===== config.mk =====
export PLATFORM = sky130hd
export DESIGN_NAME = key_value_binding_table
export DESIGN_NICKNAME = d
export VERILOG_FILES = /design/src/hdl/kvbt_pkg.sv /design/src/hdl/key_value_binding_table.sv
export SDC_FILE = /design/constraint.sdc
export NUM_CORES = 1
export LEC_CHECK = 0
export ABC_AREA = 1
export BUFFER_PORTS_ARGS = -buffer_cell sky130_fd_sc_hd__buf_4
export CAP_MARGIN = 25
export CORE_ASPECT_RATIO = 1.1
export CORE_MARGIN = 4
export CORE_UTILIZATION = 55
export CTS_CLUSTER_SIZE = 25
export DETAILED_ROUTE_END_ITERATION = 16
export PLACE_DENSITY = 0.72
export SLEW_MARGIN = 10
export SYNTH_ARGS = -nofsm -noshare
export SYNTH_HDL_FRONTEND = slang
export SYNTH_SLANG_ARGS = --single-unit

===== constraint.sdc =====
create_clock -name clk_i -period 12.37 [get_ports clk_i]
set_clock_uncertainty 0.15 [all_clocks]
set_input_delay 0.6185 -clock clk_i [delete_from_list [all_inputs] [get_ports clk_i]]
set_output_delay 0.6185 -clock clk_i [all_outputs]
set_load 0.005 [all_outputs]

===== src/hdl/kvbt_pkg.sv =====
// kvbt_pkg: sizes, operation and status codes, and the transfer structs of the
// key/value binding table
// no dependencies
package kvbt_pkg;

  localparam int unsigned TABLE_DEPTH = 16;
  localparam int unsigned KEY_BITS    = 16;
  localparam int unsigned VALUE_BITS  = 32;
  localparam int unsigned SLOT_W      = $clog2(TABLE_DEPTH);
  localparam int unsigned COUNT_W     = $clog2(TABLE_DEPTH + 1);

  typedef enum logic [1:0] {
    OP_PUT     = 2'd0,
    OP_GET     = 2'd1,
    OP_REMOVE  = 2'd2,
    OP_REPLACE = 2'd3
  } kvbt_func_e;

  typedef enum logic [1:0] {
    ST_OK      = 2'd0,
    ST_ABSENT  = 2'd1,
    ST_PRESENT = 2'd2,
    ST_FULL    = 2'd3
  } kvbt_status_e;

  typedef struct packed {
    kvbt_func_e            func;
    logic [KEY_BITS-1:0]   key;
    logic [VALUE_BITS-1:0] value;
  } kvbt_req_t;

  typedef struct packed {
    kvbt_status_e          status;
    logic [VALUE_BITS-1:0] found_value;
    logic [COUNT_W-1:0]    bindings;
  } kvbt_res_t;

endpackage


===== src/hdl/key_value_binding_table.sv =====
// key_value_binding_table: sixteen-slot associative table, put/get/remove/replace
// one operation per transfer, one result per operation
// depends on kvbt_pkg
//
//   channel   direction  handshake              payload
//   request   in         start_i, busy_o        req_i   (kvbt_req_t)
//   result    out        res_valid_o strobe     res_o   (kvbt_res_t)
//
// a request is taken at every edge with start_i high; busy_o stays low
// path: request register, then all slots compared in parallel
// and the table and result register updated at the same edge
// one operation per cycle sustained, set by the single compare-and-update pass
// reset clears the valid marks and the count; keys and values need no reset
// the receiver cannot stall: each result is shown for exactly one cycle
module key_value_binding_table
  import kvbt_pkg::*;
(
  input  logic      clk_i,
  input  logic      rst_ni,
  input  logic      start_i,
  output logic      busy_o,
  input  kvbt_req_t req_i,
  output logic      res_valid_o,
  output kvbt_res_t res_o
);

  logic                  req_valid_q;
  kvbt_req_t             req_q;
  logic [TABLE_DEPTH-1:0] valid_q, valid_d;
  logic [KEY_BITS-1:0]   key_q   [TABLE_DEPTH];
  logic [VALUE_BITS-1:0] value_q [TABLE_DEPTH];
  logic [COUNT_W-1:0]    count_q, count_d;
  logic                  res_valid_q;
  kvbt_res_t             res_q, res_d;

  logic [TABLE_DEPTH-1:0] hit;
  logic [TABLE_DEPTH-1:0] free_sel;
  logic [TABLE_DEPTH-1:0] write_sel;
  logic [VALUE_BITS-1:0]  hit_value;
  logic                   any_hit;
  logic                   any_free;

  assign busy_o = 1'b0;

  always_ff @(posedge clk_i or negedge rst_ni) begin
    if (!rst_ni) begin
      req_valid_q <= 1'b0;
    end else begin
      req_valid_q <= start_i;
    end
  end

  always_ff @(posedge clk_i) begin
    if (start_i) begin
      req_q <= req_i;
    end
  end

  // parallel match and lowest free slot
  always_comb begin
    logic taken;
    hit_value = '0;
    taken     = 1'b0;
    for (int i = 0; i < TABLE_DEPTH; i++) begin
      hit[i]      = valid_q[i] && (key_q[i] == req_q.key);
      hit_value   = hit_value | (value_q[i] & {VALUE_BITS{hit[i]}});
      free_sel[i] = !valid_q[i] && !taken;
      taken       = taken | !valid_q[i];
    end
  end

  assign any_hit  = |hit;
  assign any_free = |free_sel;

  always_comb begin
    valid_d   = valid_q;
    count_d   = count_q;
    write_sel = '0;
    res_d.status      = ST_OK;
    res_d.found_value = '0;
    if (req_valid_q) begin
      unique case (req_q.func)
        OP_PUT: begin
          if (any_hit) begin
            res_d.status = ST_PRESENT;
          end else if (!any_free) begin
            res_d.status = ST_FULL;
          end else begin
            write_sel = free_sel;
            valid_d   = valid_q | free_sel;
            count_d   = count_q + COUNT_W'(1);
          end
        end
        OP_GET: begin
          if (!any_hit) begin
            res_d.status = ST_ABSENT;
          end else begin
            res_d.found_value = hit_value;
          end
        end
        OP_REMOVE: begin
          if (!any_hit) begin
            res_d.status = ST_ABSENT;
          end else begin
            res_d.found_value = hit_value;
            valid_d           = valid_q & ~hit;
            count_d           = count_q - COUNT_W'(1);
          end
        end
        OP_REPLACE: begin
          if (!any_hit) begin
            res_d.status = ST_ABSENT;
          end else begin
            write_sel = hit;
          end
        end
        default: begin
          res_d.status = ST_OK;
        end
      endcase
    end
    res_d.bindings = count_d;
  end

  always_ff @(posedge clk_i or negedge rst_ni) begin
    if (!rst_ni) begin
      valid_q     <= '0;
      count_q     <= '0;
      res_valid_q <= 1'b0;
    end else begin
      valid_q     <= valid_d;
      count_q     <= count_d;
      res_valid_q <= req_valid_q;
    end
  end

  always_ff @(posedge clk_i) begin
    res_q <= res_d;
    for (int i = 0; i < TABLE_DEPTH; i++) begin
      if (write_sel[i]) begin
        value_q[i] <= req_q.value;
        if (req_q.func == OP_PUT) begin
          key_q[i] <= req_q.key;
        end
      end
    end
  end

  assign res_valid_o = res_valid_q;
  assign res_o       = res_q;

  // keys are unique among valid slots
  a_single_hit: assert property (@(posedge clk_i) disable iff (!rst_ni)
    $onehot0(hit))
    else $error("more than one slot matches the key");

  a_count_tracks_valid: assert property (@(posedge clk_i) disable iff (!rst_ni)
    32'(count_q) == $countones(valid_q))
    else $error("binding count differs from valid slots");

  a_result_follows_request: assert property (@(posedge clk_i) disable iff (!rst_ni)
    req_valid_q |=> res_valid_q)
    else $error("request produced no result");

  a_full_put_refused: assert property (@(posedge clk_i) disable iff (!rst_ni)
    (req_valid_q && req_q.func == OP_PUT && !any_hit && (&valid_q))
    |=> (res_q.status == ST_FULL && $stable(valid_q)))
    else $error("put into a full table changed it");

endmodule

==> impl_metrics.ini <==
[yosys]
yosysSeqAreaShare = 0.751
avgSynthCellArea_um2 = 14.2
syn_nets = 2487
ys.warnings.count = 0
syn_area_um2 = 34500
synth_cells = 2428
synth_seq_cells = 880
yosysUniqueCellTypes = 46

[power]
leakage_nw = 14.0
peakVddDrop_uv = 190
power_density_nw_per_um2 = 158
fin_total_pwr_mw = 6.26

[global_route]
grt_antenna_before_repair = 1
grt_pass1_vias = 20200
track_usage = 0.247
grt_pass1_wl_um = 123000
grt-ovfl-total = 0
grt_max_degree = 52

[clock_network]
cts_resized = 0
cts_buffers = 85
root_buffer = clkbuf_16
clock-sinks = 880
h-tree-depth = 3
clk_pin_slew_ps = 60
clk_latency_ps = 640
cts_tree = built
clock_path_buffers = 3

[min_path]
hp-class = input port to flop

[sta]
worst_pin_slew_ps = 1020
fin_crit_ps = 5350
rsz0062_at_grt = no
finalMaxSlewViolations = 0
setup_violations = 0
finalCritPeriodShare = 0.433
relSlewSlack = 0.318
hold_violations = 0
setup_ws_ps = 7020
fmax_mhz = 187
setup_tns_ps = 0

[setup_path]
crit_type = flop to flop
endpoint_kind = flop
cp.required_ps = 12460
crit_chain = buf_4, xor2_1, nor2_1, nand2_1, nor2_1, nand3_1, nand2_1, nor2_1, nand2_2, nor2_8, nor2_2, nand2_1, a21oi_4, buf_4, and2_1
crit_slowest_cell = and2_1
start_kind = flop
slowest_delay_ps = 860
path_max_fanout = 33
crit_family = simple AND/OR/NAND/NOR gates
arrival_ps = 5450
worst-path-buf-inv = 2

[placement]
gp_congestion = 0.854
post-place-ws_ps = 6810
io_buffers = 92
dp_hpwl_um = 45000

[detailed_routing]
drc = 0
viasPerCell = 5.72
ant_nets = 0
vias = 20100
drt-pass1-iter-count = 5
wl_per_cell_um = 23.4
drt-total-wl_um = 82500
drtIter0Drc = 2025

[layout]
multiInputGateArea_um2 = 7390
filler_cell_count = 4417
seq_area_um2 = 25900
mostFrequentLayoutCells = 818 x edfxtp_1, 402 x nand2_1, 187 x inv_1, 170 x xnor2_1, 140 x nor2_1
nets = 2676
diodes = 0
final_util = 0.635
layout-drive-gt1-share = 0.125
layout_commonest_cell = edfxtp_1
synthToLayoutAreaGrowth_pct = 14.7

[run]
cap_viol_max_count = 0

[outcome]
status = complete, no violations

[floorplan]
die_h_um = 271
coreArea_um2 = 62300
die_w_um = 247
placementRows = 96
start_util = 0.554
dieArea_um2 = 66900
ioPinCount = 94
cell usage after synthesis, drive strengths merged:
| library cell | number | share of area |
|---|---|---|
| a211oi | 2 | 0.00043 |
| a21oi | 17 | 0.0029 |
| a221oi | 36 | 0.0091 |
| a22o | 69 | 0.018 |
| a31oi | 32 | 0.0058 |
| and2 | 4 | 0.00072 |
| buf | 46 | 0.012 |
| clkbuf | 43 | 0.0047 |
| clkinv | 3 | 0.00033 |
| conb | 1 | 0.00011 |
| dfrtp | 23 | 0.017 |
| dfxtp | 39 | 0.023 |
| edfxtp | 818 | 0.71 |
| ha | 6 | 0.0022 |
| inv | 199 | 0.022 |
| nand2 | 407 | 0.045 |
| nand3 | 58 | 0.0096 |
| nand4 | 55 | 0.011 |
| nor2 | 157 | 0.019 |
| nor3 | 11 | 0.0016 |
| nor4 | 32 | 0.0058 |
| o21ai | 110 | 0.016 |
| o22ai | 17 | 0.0031 |
| o41ai | 2 | 0.00051 |
| or2 | 8 | 0.0014 |
| xnor2 | 170 | 0.043 |
| xor2 | 63 | 0.016 |
sequential cells by signal, indices dropped and copies added (netlist names):
| register | cells |
|---|---|
| value_q | 512 |
| key_q | 256 |
| req_q | 50 |
| res_o | 39 |
| valid_q | 16 |
| count_q | 5 |
| req_valid_q | 1 |
| res_valid_o | 1 |
timing repair:
| action | in CTS | in global routing |
|---|---|---|
| endpoints found under the hold margin | 63 | 0 |
| hold buffers | 41 | 0 |
| buffers inserted | 0 | 0 |
stage by stage:
stage	instance area, µm²	hold slack [ps]	instances
2_1_floorplan	34500	173	2428
4_1_cts	39500	3.61	3515
6_report	39600	32.1	3522
5_1_grt	39600	11.5	3522
3_5_place_dp	36200	387	3315
3_3_place_gp	36200	380	3311
logic make-up (layout without fill, tap and decap cells):
group / Yosys count / in the layout / synth area share
AO/OA/AOI/OAI: 285 / 285 / 0.0553
XOR/XNOR: 233 / 233 / 0.0591
adder cells (fa/ha/maj): 6 / 6 / 0.00217
buffers and inverters: 291 / 552 / 0.0391
flip-flops: 880 / 880 / 0.751
other: 1 / 1 / 0.000109
AND/OR/NAND/NOR: 732 / 732 / 0.0936
worst reg2reg max path, stage by stage (launching register included):
cell and delay (ps):
edfxtp_1 360, buf_4 270, xor2_1 220, nor2_1 120, nand2_1 80, nor2_1 310, nand3_1 720, nand2_1 260
nor2_1 100, nand2_2 130, nor2_8 70, nor2_2 390, nand2_1 170, a21oi_4 150, buf_4 560, and2_1 880
area by class of cell:
type / instances / share of cell area
Sequential cell: 880 / 0.655
Multi-Input combinational cell: 1257 / 0.187
Clock buffer: 114 / 0.0612
Timing Repair Buffer: 191 / 0.0419
Tap cell: 833 / 0.0263
Inverter: 202 / 0.0191
Clock inverter: 45 / 0.0102
metal layers:
metal / global-route usage / routed length (µm) / vias up
met1: 0.323 / 31700 / 9950
met5: 0 / 0 / -
li1: - / - / 9033
met2: 0.414 / 40900 / 967
met4: 0.104 / 3420 / 0
met3: 0.0380 / 6600 / 188
where the power goes:
part	internal [mW]	switching (mW)	total, mW
combinational	0.104	0.176	0.280
clock	1.51	1.09	2.59
sequential	3.33	0.0599	3.39
total	4.94	1.32	6.26
final timing paths:
check	from	endpoint	slack, ps	depth (start not counted)
min in group asynchronous	rst_ni	valid_q[11]$_DFFE_PN0P_	280	2
worst min register to register	count_q[1]$_DFF_PN0_	res_o[1]$_DFF_P_	390	2
worst max register to register	req_q[35]$_DFFE_PP_	key_q[0][103]$_DFFE_PP_	7020	15
worst max-delay path	req_q[35]$_DFFE_PP_	key_q[0][103]$_DFFE_PP_	7020	15
max in group asynchronous	rst_ni	valid_q[3]$_DFFE_PN0P_	11520	2
worst min-delay path	req_i[25]	req_q[25]$_DFFE_PP_	30	1
No activity file was read; power rests on OpenSTA's default activity.
